File: config.mk
export PLATFORM = sky130hd
export DESIGN_NAME = gppm_front
export DESIGN_NICKNAME = d
export VERILOG_FILES = /design/src/hdl/gppm_pkg.sv /design/src/hdl/gppm_front.sv
export SDC_FILE = /design/constraint.sdc
export NUM_CORES = 1
export LEC_CHECK = 0
export BUFFER_PORTS_ARGS = -buffer_cell sky130_fd_sc_hd__buf_2
export CAP_MARGIN = 20
export CORE_MARGIN = 10
export CORE_UTILIZATION = 35
export DETAILED_ROUTE_END_ITERATION = 16
export MAX_ROUTING_LAYER = met4
export PLACE_DENSITY_LB_ADDON = 0.15
export SKIP_LAST_GASP = 1
export SLEW_MARGIN = 15
export SYNTH_ARGS = -nofsm -noshare
export SYNTH_HDL_FRONTEND = slang
export SYNTH_SLANG_ARGS = --single-unit
File: constraint.sdc
create_clock -name clk -period 6.8 [get_ports clk]
set_input_delay 1.36 -clock clk [delete_from_list [all_inputs] [get_ports clk]]
set_output_delay 1.36 -clock clk [all_outputs]
set_load 0.02 [all_outputs]
File: src/hdl/gppm_pkg.sv
// ----------------------------------------------------------------------------
// gppm_pkg
// shared types and constants of the greedy peak pair matcher
// ----------------------------------------------------------------------------
package gppm_pkg;

    localparam int MaxPeaks  = 32;
    localparam int IdxBits   = $clog2(MaxPeaks);
    localparam int CntBits   = $clog2(MaxPeaks + 1);
    localparam int CoordBits = 16;
    localparam int DistBits  = 49;
    localparam int QueueDepth = 2;
    localparam logic [DistBits-1:0] DistMax = {DistBits{1'b1}};

    typedef enum logic [1:0] {
        OP_LOAD_FIRST  = 2'd0,
        OP_LOAD_SECOND = 2'd1,
        OP_RUN         = 2'd2,
        OP_NONE        = 2'd3
    } opcode_t;

    typedef enum logic [1:0] {
        REG_WEIGHT_C  = 2'd0,
        REG_WEIGHT_H  = 2'd1,
        REG_THRESHOLD = 2'd2
    } reg_index_t;

    // command word handed from front to back
    typedef struct packed {
        opcode_t              op;
        logic [CoordBits-1:0] c;
        logic [CoordBits-1:0] h;
    } cmd_t;

    typedef enum logic [2:0] {
        ST_IDLE,
        ST_PRE,
        ST_DIST,
        ST_SUM,
        ST_DECIDE,
        ST_CLOSE
    } back_state_t;

endpackage

File: src/hdl/gppm_front.sv
// ----------------------------------------------------------------------------
// gppm_front
// accepts input words, drops unknown opcodes, queues commands for the back end
// ----------------------------------------------------------------------------
module gppm_front (
    input  logic                        clk,
    input  logic                        rst_n,
    input  logic                        in_valid,
    output logic                        in_stall,
    input  logic [1:0]                  opcode,
    input  logic [15:0]                 coord_c,
    input  logic [15:0]                 coord_h,
    output logic                        cmd_valid,
    output gppm_pkg::cmd_t              cmd,
    input  logic                        cmd_take
);

    localparam int PtrBits = $clog2(gppm_pkg::QueueDepth);

    gppm_pkg::cmd_t        queue_reg [gppm_pkg::QueueDepth];
    logic [PtrBits-1:0]    wr_ptr_reg;
    logic [PtrBits-1:0]    rd_ptr_reg;
    logic [PtrBits:0]      fill_reg;
    logic                  push;
    logic                  pop;
    gppm_pkg::cmd_t        word;

    assign in_stall  = (fill_reg == (PtrBits+1)'(gppm_pkg::QueueDepth));
    assign word.op   = gppm_pkg::opcode_t'(opcode);
    assign word.c    = coord_c;
    assign word.h    = coord_h;
    // unknown opcode is swallowed here
    assign push      = in_valid && !in_stall && (word.op != gppm_pkg::OP_NONE);
    assign pop       = cmd_take && cmd_valid;
    assign cmd_valid = (fill_reg != '0);
    assign cmd       = queue_reg[rd_ptr_reg];

    always_ff @(posedge clk)
    begin
        if (push)
        begin
            queue_reg[wr_ptr_reg] <= word;
        end
    end

    always_ff @(posedge clk or negedge rst_n)
    begin
        if (!rst_n)
        begin
            wr_ptr_reg <= '0;
            rd_ptr_reg <= '0;
            fill_reg   <= '0;
        end
        else
        begin
            if (push)
            begin
                wr_ptr_reg <= wr_ptr_reg + 1'b1;
            end
            if (pop)
            begin
                rd_ptr_reg <= rd_ptr_reg + 1'b1;
            end
            fill_reg <= fill_reg + (PtrBits+1)'(push) - (PtrBits+1)'(pop);
        end
    end

endmodule

==> impl_metrics.csv <==
group,metric,value,unit
sta,period_needed,3.147,ns
worst_setup_path,path_class,"register to primary output",
clock_tree,clockRootBuffer,"clkbuf_8",
logic_synthesis,netlist_top_cells_area,"edfxtp_1, mux2_4, dfrtp_1, buf_12, mux2_2",
global_route,grt_pass1_wl,7748,um
routing,drtPass1Iterations,3,
worst_setup_path,cp.required,5.44,ns
outcome,outcome,"complete, no violations",
clock_tree,post_cts_resized,0,
final_layout,final_nets,247,
logic_synthesis,synthCells,125,
floorplanning,rows,32,
worst_setup_path,arrival,1.79,ns
logic_synthesis,yosys.area.top_type,"edfxtp_1",
floorplanning,die_area,12080,um2
sta,worstMarginPinSlew,0.9979,ns
global_route,grt_usage,0.08956,
place,dp.final_hpwl,3500,um
power,p_leak,0.001397,uW
worst_setup_path,start_kind,"register",
job,maxCapViolCount,0,
routing,ant_nets,0,
floorplanning,die_x,109.9,um
place,place_congestion,0.6586,
sta,timing.final.crit_share,0.4628,
final_layout,area_growth,23.47,%
worst_setup_path,crit_path_end,"cmd[30]",
routing,vias_per_cell,4.344,
clock_tree,clock_sinks,72,
logic_synthesis,yosysWarnings,0,
worst_setup_path,crit_path_start,"rd_ptr_reg$_DFFE_PN0P_",
worst_setup_path,rrSetupSlack,4.85,ns
sta,hold_viol,0,
clock_tree,hold_buffers,0,
power,p_per_area,418.3,nW/um2
global_route,grt_max_degree,36,
sta,finalSetupTns,0,ns
floorplanning,core,7807,um2
clock_tree,htreeDepth,3,
routing,num_vias,1364,
clock_tree,cts_tree,"yes",
worst_setup_path,worst_r2r_startpoint,"fill_reg[1]$_DFF_PN0_",
worst_hold_path,min_path_type,"register to register",
logic_synthesis,syn_area_per_cell,22.64,um2
floorplanning,die_h,109.9,um
sta,rsz0062_at_grt,"no",
clock_tree,clkTransAtPathRegs,0.07,ns
sta,whs,0.5314,ns
routing,drtIter0Drc,20,
clock_tree,clkLatencyLatePin,0.32,ns
sta,fmax,317.8,MHz
global_route,antenna_found_initial,0,
logic_synthesis,netlist-cell-type-count,16,
sta,finalSetupViolations,0,
final_layout,final_area,3495,um2
logic_synthesis,synth_seq_cells,72,
logic_synthesis,ys_seq_area_frac,0.7569,
clock_tree,post_cts_buffers,0,
power,peakVddDrop,0.0002390,V
worst_setup_path,critPathMaxFanout,20,
worst_setup_path,rr_worst_depth,3,
routing,drc,0,
worst_setup_path,crit_path_end_kind,"primary output",
sta,maxSlewViolCount,0,
floorplanning,io_pins,74,
worst_setup_path,rr_endpoint,"queue_reg[1][8]$_DFFE_PP_",
sta,final.setup_skew,0.007690,ns
place,port_buffers,73,
global_route,grt-ovfl-total,0,
routing,drt_wl_total,5098,um
clock_tree,clk_path_buf_depth,2,
global_route,grt_pass1_vias,1572,
routing,wl_per_cell,16.24,um
logic_synthesis,synth_nets,165,
final_layout,drive_above_1_share,0.6038,
sta,relSlewSlack,0.3332,
place,pre_cts_slack,3.743,ns
clock_tree,cts_inserted_buffers,9,
final_layout,largest_reg_flops,68,
logic_synthesis,syn_area,2830,um2
final_layout,antennaDiodeCount,0,
sta,fin_ws,3.653,ns
place,dpl_cell_area,3268,um2
floorplanning,initial_core_util,0.3625,
logic_synthesis,yosys.area.top_type_share,0.7215,
==> how the worst min path moves through the flow <==
stage,slack (ns),to,cells past startpoint,startpoint
6_report,0.53,fill_reg[1]$_DFF_PN0_,1,fill_reg[1]$_DFF_PN0_
5_1_grt,0.54,fill_reg[1]$_DFF_PN0_,1,fill_reg[1]$_DFF_PN0_
4_1_cts,0.54,fill_reg[1]$_DFF_PN0_,1,fill_reg[1]$_DFF_PN0_
3_5_place_dp,0.53,fill_reg[1]$_DFF_PN0_,1,fill_reg[1]$_DFF_PN0_
3_3_place_gp,0.48,fill_reg[1]$_DFF_PN0_,1,fill_reg[1]$_DFF_PN0_
2_1_floorplan,0.46,fill_reg[1]$_DFF_PN0_,1,fill_reg[1]$_DFF_PN0_
==> cell type report <==
| cell class | count | area [um2] |
|---|---|---|
| clock buffers | 11 | 131.4 |
| clock inverters | 5 | 47.55 |
| fillers | 701 | 4313 |
| inverters | 2 | 7.507 |
| multi-input cells | 47 | 624.3 |
| flip-flops and latches | 72 | 2143 |
| well taps | 102 | 127.6 |
| repair buffers | 75 | 412.9 |
==> synth_stat cells <==
cell,n
and2_4,1
buf_12,3
buf_6,1
dfrtp_1,4
edfxtp_1,68
ha_1,2
inv_1,2
mux2_2,5
mux2_4,29
nand2_1,1
nand3b_4,1
nor2_1,2
nor2b_2,1
or2_4,1
xnor2_1,3
xor2_1,1
==> critical path, stage by stage, from the launching register on <==
cell	delay, ns
dfrtp_2	0.68
buf_12	0.26
mux2_2	0.35
buf_2	0.16
==> kinds of logic (layout without fill, tap and decap cells) <==
| family | after synthesis | count (layout) | share of synthesized area |
|---|---|---|---|
| and+or+nand+nor | 7 | 7 | 0.02034 |
| adders and majority gates | 2 | 2 | 0.008840 |
| DFF | 72 | 72 | 0.7569 |
| xor gates and xnor gates | 4 | 4 | 0.01238 |
| buffers and inverters | 6 | 93 | 0.02785 |
| muxes | 34 | 34 | 0.1737 |
==> power by group <==
part | total, uW | switching [uW] | internal, uW | leakage, uW
Combinational | 522 | 272 | 249 | 0.000633
Sequential | 635 | 50.6 | 584 | 0.000672
Clock | 305 | 139 | 166 | 0.0000922
Total | 1460 | 462 | 1000 | 0.00140
==> cell usage in the layout, fill, tap and decap left out, types with 2 or more instances in the layout <==
cell	synthesis	routed
clkbuf_8	0	9
dfrtp_1	4	3
xnor2_1	3	3
buf_2	0	73
clkbuf_1	0	2
clkinv_2	0	2
nor2_4	0	2
mux2_2	5	5
clkinv_1	0	2
inv_1	2	2
edfxtp_1	68	68
mux2_4	29	29
ha_1	2	2
==> per-layer routing <==
metal	vias up	global-route usage	share of wire
met1	663	0.08738	0.38
met5	-	-	0
met3	9	0.03452	0.065
li1	646	-	-
met2	46	0.1524	0.54
met4	0	0.04461	0.015
==> through the flow <==
stage / std cells / util / power [uW]
floorplan: 125 / - / 1048
global placement: 296 / 0.4186 / 1152
detailed placement: 296 / 0.4186 / 1168
CTS: 312 / 0.4415 / 1479
global route: 314 / 0.4476 / 1545
finish: 314 / 0.4476 / 1462
No activity file was read; power rests on OpenSTA's default activity.
